===== src/rtl/tmgf_pkg.sv =====
// shared types and constants of the touch median gesture filter
package tmgf_pkg;

    localparam int unsigned COORD_W    = 16;
    localparam int unsigned PICK_INDEX = 3;
    localparam logic [COORD_W-1:0] NO_TOUCH = 16'h8000;

    typedef enum logic [1:0] {
        EV_PRESS   = 2'd0,
        EV_MOVE    = 2'd1,
        EV_RELEASE = 2'd2
    } t_event_kind;

    typedef enum logic [3:0] {
        S_IDLE,
        S_INS_RD,
        S_INS_CMP,
        S_CHECK,
        S_CP_RD,
        S_CP_WR,
        S_PICK,
        S_PICK_X,
        S_PICK_Y,
        S_EVAL,
        S_DIFF_Y,
        S_EMIT
    } t_state;

endpackage


===== src/rtl/tmgf_ram.sv =====
// generic single write port, single read port ram with registered read
module tmgf_ram #(
    parameter int unsigned WIDTH = 16,
    parameter int unsigned DEPTH = 32
) (
    input  logic                     i_clk,
    input  logic                     i_we,
    input  logic [$clog2(DEPTH)-1:0] i_waddr,
    input  logic [WIDTH-1:0]         i_wdata,
    input  logic [$clog2(DEPTH)-1:0] i_raddr,
    output logic [WIDTH-1:0]         o_rdata
);

    logic [WIDTH-1:0] r_mem [DEPTH];
    logic [WIDTH-1:0] r_rdata;

    always_ff @(posedge i_clk) begin
        if (i_we) begin
            r_mem[i_waddr] <= i_wdata;
        end
        r_rdata <= r_mem[i_raddr];
    end

    assign o_rdata = r_rdata;

endmodule


===== src/rtl/touch_median_gesture_filter_top.sv =====
// touch median gesture filter: sorted coordinate stores, trim and event generation
// one word at a time: the input stalls until the sequencer is back in idle, also while
//   an event waits on an output stall; each moved ram entry costs a read and a write
// reset: synchronous active low; stores empty, no press pending, position, movement and
//   output valid cleared, move threshold 1
module touch_median_gesture_filter_top #(
    parameter int unsigned STORE_DEPTH   = 16,
    parameter int unsigned WINDOW_LIMIT  = 12,
    parameter int unsigned TRIM_EACH_END = 3
) (
    input  logic                           i_clk,
    input  logic                           i_rst_n,
    input  logic                           i_cfg_we,
    input  logic [7:0]                     i_cfg_wdata,
    input  logic                           i_in_valid,
    output logic                           o_in_stall,
    input  logic                           i_func,
    input  logic [tmgf_pkg::COORD_W-1:0]   i_x_coord,
    input  logic [tmgf_pkg::COORD_W-1:0]   i_y_coord,
    output logic                           o_out_valid,
    input  logic                           i_out_stall,
    output logic [1:0]                     o_event_kind,
    output logic [tmgf_pkg::COORD_W-1:0]   o_pos_x,
    output logic [tmgf_pkg::COORD_W-1:0]   o_pos_y,
    output logic [tmgf_pkg::COORD_W-1:0]   o_delta_x,
    output logic [tmgf_pkg::COORD_W-1:0]   o_delta_y
);

    import tmgf_pkg::*;

    localparam int unsigned AW        = $clog2(STORE_DEPTH);
    localparam int unsigned CW        = $clog2(STORE_DEPTH + 1);
    localparam int unsigned XW        = CW + 2;
    localparam int unsigned RAM_DEPTH = 2 ** (AW + 1);

    localparam logic [CW-1:0] FILL_FULL = CW'(STORE_DEPTH);
    localparam logic [XW-1:0] WIN_X     = XW'(WINDOW_LIMIT);
    localparam logic [XW-1:0] TRIM2_X   = XW'(2 * TRIM_EACH_END);
    localparam logic [XW-1:0] PICK_X    = XW'(PICK_INDEX);
    localparam logic [AW:0]   TRIM_A    = (AW + 1)'(TRIM_EACH_END);
    localparam logic [AW-1:0] PICK_A    = AW'(PICK_INDEX);

    t_state r_state, n_state;

    // control state
    logic [CW-1:0]      r_fill, n_fill;
    logic               r_pend, n_pend;
    logic [COORD_W-1:0] r_last_x, n_last_x, r_last_y, n_last_y;
    logic [COORD_W-1:0] r_move_x, n_move_x, r_move_y, n_move_y;
    logic [7:0]         r_thr;
    logic               r_out_valid, n_out_valid;

    // sequencer and payload
    logic [AW-1:0]      r_idx, n_idx;
    logic               r_axis, n_axis;
    logic               r_func;
    logic [COORD_W-1:0] r_x, r_y;
    logic [COORD_W-1:0] r_nx, n_nx, r_ny, n_ny;
    logic               r_over_x, n_over_x;
    logic [COORD_W-1:0] r_dx, n_dx;
    t_event_kind        r_kind, n_kind;
    t_event_kind        r_out_kind;
    logic [COORD_W-1:0] r_out_pos_x, r_out_pos_y, r_out_dx, r_out_dy;
    logic               ld_out;

    // coordinate ram: x entries in the lower half, y in the upper half
    logic               ram_we;
    logic [AW:0]        ram_waddr, ram_raddr;
    logic [COORD_W-1:0] ram_wdata, ram_rdata;

    logic               in_acc;
    logic [COORD_W-1:0] ins_val;
    logic [XW-1:0]      fill_x;
    logic [AW:0]        cp_src;

    // shared subtractor for the movement test
    logic [COORD_W-1:0] sub_a, sub_b;
    logic [COORD_W:0]   diff, diff_abs;
    logic               over;

    tmgf_ram #(
        .WIDTH(COORD_W),
        .DEPTH(RAM_DEPTH)
    ) u_ram (
        .i_clk  (i_clk),
        .i_we   (ram_we),
        .i_waddr(ram_waddr),
        .i_wdata(ram_wdata),
        .i_raddr(ram_raddr),
        .o_rdata(ram_rdata)
    );

    assign in_acc  = i_in_valid && !o_in_stall;
    assign ins_val = r_axis ? r_y : r_x;
    assign fill_x  = XW'(r_fill);
    assign cp_src  = (AW + 1)'(r_idx) + TRIM_A;

    assign sub_a    = (r_state == S_DIFF_Y) ? r_ny : r_nx;
    assign sub_b    = (r_state == S_DIFF_Y) ? r_last_y : r_last_x;
    assign diff     = {sub_a[COORD_W-1], sub_a} - {sub_b[COORD_W-1], sub_b};
    assign diff_abs = diff[COORD_W] ? (~diff + 1'b1) : diff;
    assign over     = diff_abs > (COORD_W + 1)'(r_thr);

    always_ff @(posedge i_clk) begin
        if (!i_rst_n) begin
            r_state <= S_IDLE;
        end else begin
            r_state <= n_state;
        end
    end

    always_comb begin
        n_state     = r_state;
        n_fill      = r_fill;
        n_pend      = r_pend;
        n_last_x    = r_last_x;
        n_last_y    = r_last_y;
        n_move_x    = r_move_x;
        n_move_y    = r_move_y;
        n_out_valid = r_out_valid && i_out_stall;
        n_idx       = r_idx;
        n_axis      = r_axis;
        n_nx        = r_nx;
        n_ny        = r_ny;
        n_over_x    = r_over_x;
        n_dx        = r_dx;
        n_kind      = r_kind;
        ld_out      = 1'b0;
        ram_we      = 1'b0;
        ram_waddr   = {r_axis, r_idx};
        ram_wdata   = ins_val;
        ram_raddr   = {r_axis, r_idx - AW'(1)};

        case (r_state)
            S_IDLE: begin
                if (in_acc) begin
                    if (!i_func) begin
                        n_pend = 1'b1;
                    end
                    if (i_func && i_x_coord == NO_TOUCH && i_y_coord == NO_TOUCH) begin
                        n_kind  = EV_RELEASE;
                        n_state = S_EMIT;
                    end else if (r_fill == FILL_FULL) begin
                        n_state = S_CHECK;
                    end else begin
                        n_axis  = 1'b0;
                        n_idx   = r_fill[AW-1:0];
                        n_state = S_INS_RD;
                    end
                end
            end
            S_INS_RD: begin
                if (r_idx == '0) begin
                    ram_we = 1'b1;
                    if (!r_axis) begin
                        n_axis  = 1'b1;
                        n_idx   = r_fill[AW-1:0];
                        n_state = S_INS_RD;
                    end else begin
                        n_fill  = r_fill + CW'(1);
                        n_state = S_CHECK;
                    end
                end else begin
                    n_state = S_INS_CMP;
                end
            end
            S_INS_CMP: begin
                ram_we = 1'b1;
                if ($signed(ram_rdata) > $signed(ins_val)) begin
                    // shift the larger entry up one place
                    ram_wdata = ram_rdata;
                    n_idx     = r_idx - AW'(1);
                    n_state   = S_INS_RD;
                end else if (!r_axis) begin
                    n_axis  = 1'b1;
                    n_idx   = r_fill[AW-1:0];
                    n_state = S_INS_RD;
                end else begin
                    n_fill  = r_fill + CW'(1);
                    n_state = S_CHECK;
                end
            end
            S_CHECK: begin
                if (!r_func || fill_x <= WIN_X) begin
                    n_state = S_IDLE;
                end else if (fill_x <= TRIM2_X) begin
                    n_fill  = '0;
                    n_state = S_IDLE;
                end else begin
                    n_fill  = CW'(fill_x - TRIM2_X);
                    n_axis  = 1'b0;
                    n_idx   = '0;
                    n_state = S_CP_RD;
                end
            end
            S_CP_RD: begin
                ram_raddr = {r_axis, cp_src[AW-1:0]};
                n_state   = S_CP_WR;
            end
            S_CP_WR: begin
                ram_we    = 1'b1;
                ram_wdata = ram_rdata;
                if (CW'(r_idx) + CW'(1) == r_fill) begin
                    if (!r_axis) begin
                        n_axis  = 1'b1;
                        n_idx   = '0;
                        n_state = S_CP_RD;
                    end else begin
                        n_state = S_PICK;
                    end
                end else begin
                    n_idx   = r_idx + AW'(1);
                    n_state = S_CP_RD;
                end
            end
            S_PICK: begin
                ram_raddr = {1'b0, PICK_A};
                if (fill_x <= PICK_X) begin
                    n_state = S_IDLE;
                end else begin
                    n_state = S_PICK_X;
                end
            end
            S_PICK_X: begin
                n_nx      = ram_rdata;
                ram_raddr = {1'b1, PICK_A};
                n_state   = S_PICK_Y;
            end
            S_PICK_Y: begin
                n_ny    = ram_rdata;
                n_state = S_EVAL;
            end
            S_EVAL: begin
                if (r_pend) begin
                    n_pend   = 1'b0;
                    n_last_x = r_nx;
                    n_last_y = r_ny;
                    n_kind   = EV_PRESS;
                    n_state  = S_EMIT;
                end else begin
                    n_over_x = over;
                    n_dx     = diff[COORD_W-1:0];
                    n_state  = S_DIFF_Y;
                end
            end
            S_DIFF_Y: begin
                if (r_over_x || over) begin
                    n_move_x = r_dx;
                    n_move_y = diff[COORD_W-1:0];
                    n_last_x = r_nx;
                    n_last_y = r_ny;
                    n_kind   = EV_MOVE;
                    n_state  = S_EMIT;
                end else begin
                    n_state = S_IDLE;
                end
            end
            S_EMIT: begin
                if (!r_out_valid || !i_out_stall) begin
                    ld_out      = 1'b1;
                    n_out_valid = 1'b1;
                    n_state     = S_IDLE;
                    if (r_kind == EV_RELEASE) begin
                        n_fill   = '0;
                        n_last_x = '0;
                        n_last_y = '0;
                        n_move_x = '0;
                        n_move_y = '0;
                    end
                end
            end
            default: begin
                n_state = S_IDLE;
            end
        endcase
    end

    always_ff @(posedge i_clk) begin
        if (!i_rst_n) begin
            r_fill      <= '0;
            r_pend      <= 1'b0;
            r_last_x    <= '0;
            r_last_y    <= '0;
            r_move_x    <= '0;
            r_move_y    <= '0;
            r_thr       <= 8'd1;
            r_out_valid <= 1'b0;
        end else begin
            r_fill      <= n_fill;
            r_pend      <= n_pend;
            r_last_x    <= n_last_x;
            r_last_y    <= n_last_y;
            r_move_x    <= n_move_x;
            r_move_y    <= n_move_y;
            r_out_valid <= n_out_valid;
            if (i_cfg_we) begin
                r_thr <= i_cfg_wdata;
            end
        end
    end

    always_ff @(posedge i_clk) begin
        r_idx    <= n_idx;
        r_axis   <= n_axis;
        r_nx     <= n_nx;
        r_ny     <= n_ny;
        r_over_x <= n_over_x;
        r_dx     <= n_dx;
        r_kind   <= n_kind;
        if (in_acc) begin
            r_func <= i_func;
            r_x    <= i_x_coord;
            r_y    <= i_y_coord;
        end
        if (ld_out) begin
            r_out_kind  <= r_kind;
            r_out_pos_x <= r_last_x;
            r_out_pos_y <= r_last_y;
            // a press carries no movement
            r_out_dx    <= (r_kind == EV_PRESS) ? '0 : r_move_x;
            r_out_dy    <= (r_kind == EV_PRESS) ? '0 : r_move_y;
        end
    end

    assign o_in_stall   = (r_state != S_IDLE);
    assign o_out_valid  = r_out_valid;
    assign o_event_kind = r_out_kind;
    assign o_pos_x      = r_out_pos_x;
    assign o_pos_y      = r_out_pos_y;
    assign o_delta_x    = r_out_dx;
    assign o_delta_y    = r_out_dy;

    a_fill_bound: assert property (@(posedge i_clk) disable iff (!i_rst_n)
        r_fill <= FILL_FULL)
        else $error("fill count beyond store depth");

    a_busy_after_accept: assert property (@(posedge i_clk) disable iff (!i_rst_n)
        in_acc |=> o_in_stall)
        else $error("word accepted without the sequencer leaving idle");

    a_out_from_emit: assert property (@(posedge i_clk) disable iff (!i_rst_n)
        $rose(r_out_valid) |-> $past(r_state) == S_EMIT)
        else $error("output word loaded outside the emit step");

    a_release_clears: assert property (@(posedge i_clk) disable iff (!i_rst_n)
        (r_state == S_EMIT && r_kind == EV_RELEASE && (!r_out_valid || !i_out_stall))
        |=> (r_fill == '0 && r_last_x == '0 && r_last_y == '0 && r_move_x == '0))
        else $error("release did not clear the tracking state");

    a_insert_index: assert property (@(posedge i_clk) disable iff (!i_rst_n)
        (r_state == S_INS_RD || r_state == S_INS_CMP) |-> CW'(r_idx) <= r_fill)
        else $error("insertion index above fill count");

endmodule


===== config.mk =====
export PLATFORM = sky130hd
export DESIGN_NAME = touch_median_gesture_filter_top
export DESIGN_NICKNAME = d
export VERILOG_FILES = /design/src/rtl/tmgf_pkg.sv /design/src/rtl/tmgf_ram.sv /design/src/rtl/touch_median_gesture_filter_top.sv
export SDC_FILE = /design/constraint.sdc
export NUM_CORES = 1
export LEC_CHECK = 0
export BUFFER_PORTS_ARGS = -buffer_cell sky130_fd_sc_hd__buf_2
export CAP_MARGIN = 20
export CORE_MARGIN = 3
export CORE_UTILIZATION = 40
export DETAILED_ROUTE_END_ITERATION = 6
export GPL_TIMING_DRIVEN = 0
export PLACE_DENSITY = 0.65
export RECOVER_POWER = 100
export SLEW_MARGIN = 5
export SYNTH_ARGS = -nofsm -noshare
export SYNTH_HDL_FRONTEND = slang
export SYNTH_SLANG_ARGS = --single-unit

===== constraint.sdc =====
create_clock -name i_clk -period 7.95 [get_ports i_clk]
set_input_delay 1.9875 -clock i_clk [delete_from_list [all_inputs] [get_ports i_clk]]
set_output_delay 1.9875 -clock i_clk [all_outputs]
set_load 0.005 [all_outputs]

==> flow_metrics.tcl <==
set metrics [dict create \
    violations "max-capacitance violations, max-slew violations" \
    globalplace.congestion 0.917 \
    status "complete, but fails checks" \
    numClockSinks 766 \
    synth.distinct_cells 87 \
    ant_nets 0 \
    wire_per_inst_um 23.5 \
    io_pins 114 \
    async_flop_share 0 \
    cts-buffers-inserted 77 \
    vias 19100 \
    tightest_slew_ns 2.76 \
    ys_seq_elements 766 \
    finalCriticalPeriod_ns 7.36 \
    post-dp-hpwl_mm 58.1 \
    clk_latency_ns 0.64 \
    mostFrequentLayoutCell "edfxtp_1" \
    slew_headroom -0.851 \
    power.leakage_uw 0.0119 \
    cp-end-kind "register" \
    yosysSeqAreaShare 0.688 \
    ir_drop_mv 0.194 \
    hp-class "register to register" \
    clk_pin_slew_ns 0.06 \
    initial_core_util 0.404 \
    fin_skew_ns 0.0302 \
    finalSetupViolations 0 \
    power_density_mw_per_mm2 291 \
    synth_nets 2153 \
    cts_resized 0 \
    cp-start-kind "register" \
    synth_edf_count 667 \
    cts_hold_buffers 0 \
    finish.utilization 0.462 \
    avgViaCountPerCell 5.63 \
    synth_top_cell_area_share 0.626 \
    area_growth_pct 14.2 \
    synth_area_leader_cell "edfxtp_1" \
    layout.cells.non_filler 3401 \
    diodes 0 \
    port_buffers 111 \
    cts_tree "yes" \
    setup_tns_ns 0 \
    crit_type "register to register" \
    std_cell_rows 103 \
    fmax_mhz 136 \
    drv_cap 21 \
    synth_area_mm2 0.0320 \
    dieArea_mm2 0.0834 \
    dpl.cell_count 3261 \
    synthCells 2056 \
    worstPathArrival_ns 7.90 \
    fin_crit_sh 0.926 \
    max-clock-path-buffers 3 \
    synth_area_leaders "edfxtp_1, mux4_2, dfxtp_1" \
    grt_overflow 0 \
    crit_fanout 10 \
    grt_pass1_vias 18900 \
    final_max_slew_viol_count 419 \
    ys.warnings.count 0 \
    core_area_mm2 0.0791 \
    grt_pass1_wl_mm 118 \
    drive_gt1_frac 0.128 \
    grtUsageTotal 0.189 \
    antenna_found_initial 0 \
    cts_max_level 3 \
    postCtsSetupRepairBufs 0 \
    rsz0062_at_grt "no" \
    firstDrtPassIters 5 \
    routed_wl_mm 79.9 \
    hold_viol_final 0 \
    nNetsFinal 2387 \
    drtIter0Drc 1780 \
    die_w_um 289 \
    die_h_um 289 \
    grt_max_degree 34 \
    cp.required_ns 8.49 \
    drc 0 \
    final_cell_mix "edfxtp_1, clkbuf_1, nand2_1" \
    root_buffer "clkbuf_16" \
    postSynthAreaPerCell_um2 15.6 \
    synth_flop_cell "edfxtp_1" \
]
## kinds of logic (layout without fill, tap and decap cells)
kind of cell             after synthesis  after routing  synth area share
multiplexers                         239            239             0.114
flip-flops                           766            766             0.688
buffers and inverters                162            457            0.0244
AND/OR/NAND/NOR                      444            444            0.0687
adder cells (fa/ha/maj)               51             51            0.0202
AO/OA/AOI/OAI                        371            371            0.0780
XOR/XNOR                              23             23           0.00723
## Yosys cell counts (all sizes together) (6+ instances only)
library cell and n:
edfxtp 667, nand2 140, o21ai 111, mux2i 108
dfxtp 99, mux4 96, nor2 94, clkbuf 90
o22ai 69, o221ai 67, nand3 61, ha 50
a21oi 49, nor2b 45, mux2 35, inv 34
buf 26, nor3 25, xnor2 18, nand2b 13
dlygate4sd3 12, nand4 12, nor4 12, a21o 10
o211ai 10, a31oi 8, and2 7, and3 7
o31ai 7, a211oi 6, nor4b 6
## layer usage
metal / global-route usage / routed length [um]
met1: 0.256 / 33700
met2: 0.311 / 38200
met3: 0.0277 / 4800
met4: 0.0699 / 3220
met5: 0 / 0
## registers in the layout, indices dropped and copies added (netlist names), 2 cells and up
signal / cells
o_delta_y: 16
o_delta_x: 16
u_ram.r_mem: 512
r_fill: 5
r_y: 16
r_dx: 16
r_thr: 8
o_event_kind: 2
r_nx: 16
r_last_x: 16
o_pos_x: 16
r_ny: 16
r_state: 4
r_x: 16
u_ram.o_rdata: 16
r_kind: 2
o_pos_y: 16
r_move_y: 16
r_idx: 4
r_move_x: 16
r_last_y: 16
## stage by stage
stage / setup slack (ns) / cell area [um^2] / hold slack [ns] / total power [uW]
3_3_place_gp: -0.511 / 33900 / 0.444 / 6940
6_report: 0.590 / 36600 / 0.455 / 10600
2_1_floorplan: 1.71 / 32000 / 0.424 / 6120
3_5_place_dp: 0.339 / 34700 / 0.446 / 7060
5_1_grt: 0.121 / 36600 / 0.475 / 11000
4_1_cts: 0.295 / 37300 / 0.456 / 10800
## path summary, 6_finish.rpt
path                                                from                        end  slack, ns  cells after the start
worst max register to register   r_state[2]$_SDFFE_PN0P_  r_last_y[11]$_SDFFE_PN0P_       0.59                     27
worst min-delay path            r_move_y[1]$_SDFFE_PN0P_   r_move_y[1]$_SDFFE_PN0P_       0.45                      2
worst max-delay path             r_state[2]$_SDFFE_PN0P_  r_last_y[11]$_SDFFE_PN0P_       0.59                     27
worst min register to register  r_move_y[1]$_SDFFE_PN0P_   r_move_y[1]$_SDFFE_PN0P_       0.45                      2
## report_power, final
part           switching, uW  internal [uW]
registers                104           4670
logic                   1390            767
clock network           1560           2140
total                   3060           7580
## critical path: stages (launching register included)
cell      delay (ns)
dfxtp_1         0.31
clkbuf_1        0.21
nor2b_1         0.38
and3_1          0.21
clkbuf_1        0.35
clkbuf_1        0.76
mux2i_1         0.22
ha_1            0.33
buf_2           0.18
and3_1          0.25
and3_1          0.21
a21oi_2         0.09
and2b_1         0.18
nor2_1          0.47
nor2_1          0.11
xnor2_1         0.16
ha_1            0.32
o21a_1          0.10
o21ai_0         0.16
a21oi_1         0.10
a211oi_1        0.25
o21ai_0         0.15
a311o_2         0.35
nor3_4          0.20
nand4_4         0.18
o31ai_4         0.57
buf_8           0.26
mux2i_1         0.20
## final cells by class
cell class	instances	area, um^2
clock inverters	46	564
repair buffers	155	669
well taps	1050	1310
inverters	34	128
fillers	6858	42600
clock buffers	94	2030
flip-flops and latches	766	22000
multi-input cells	1128	9190
plain buffers	128	644
Power figures use the tool's default switching activity.
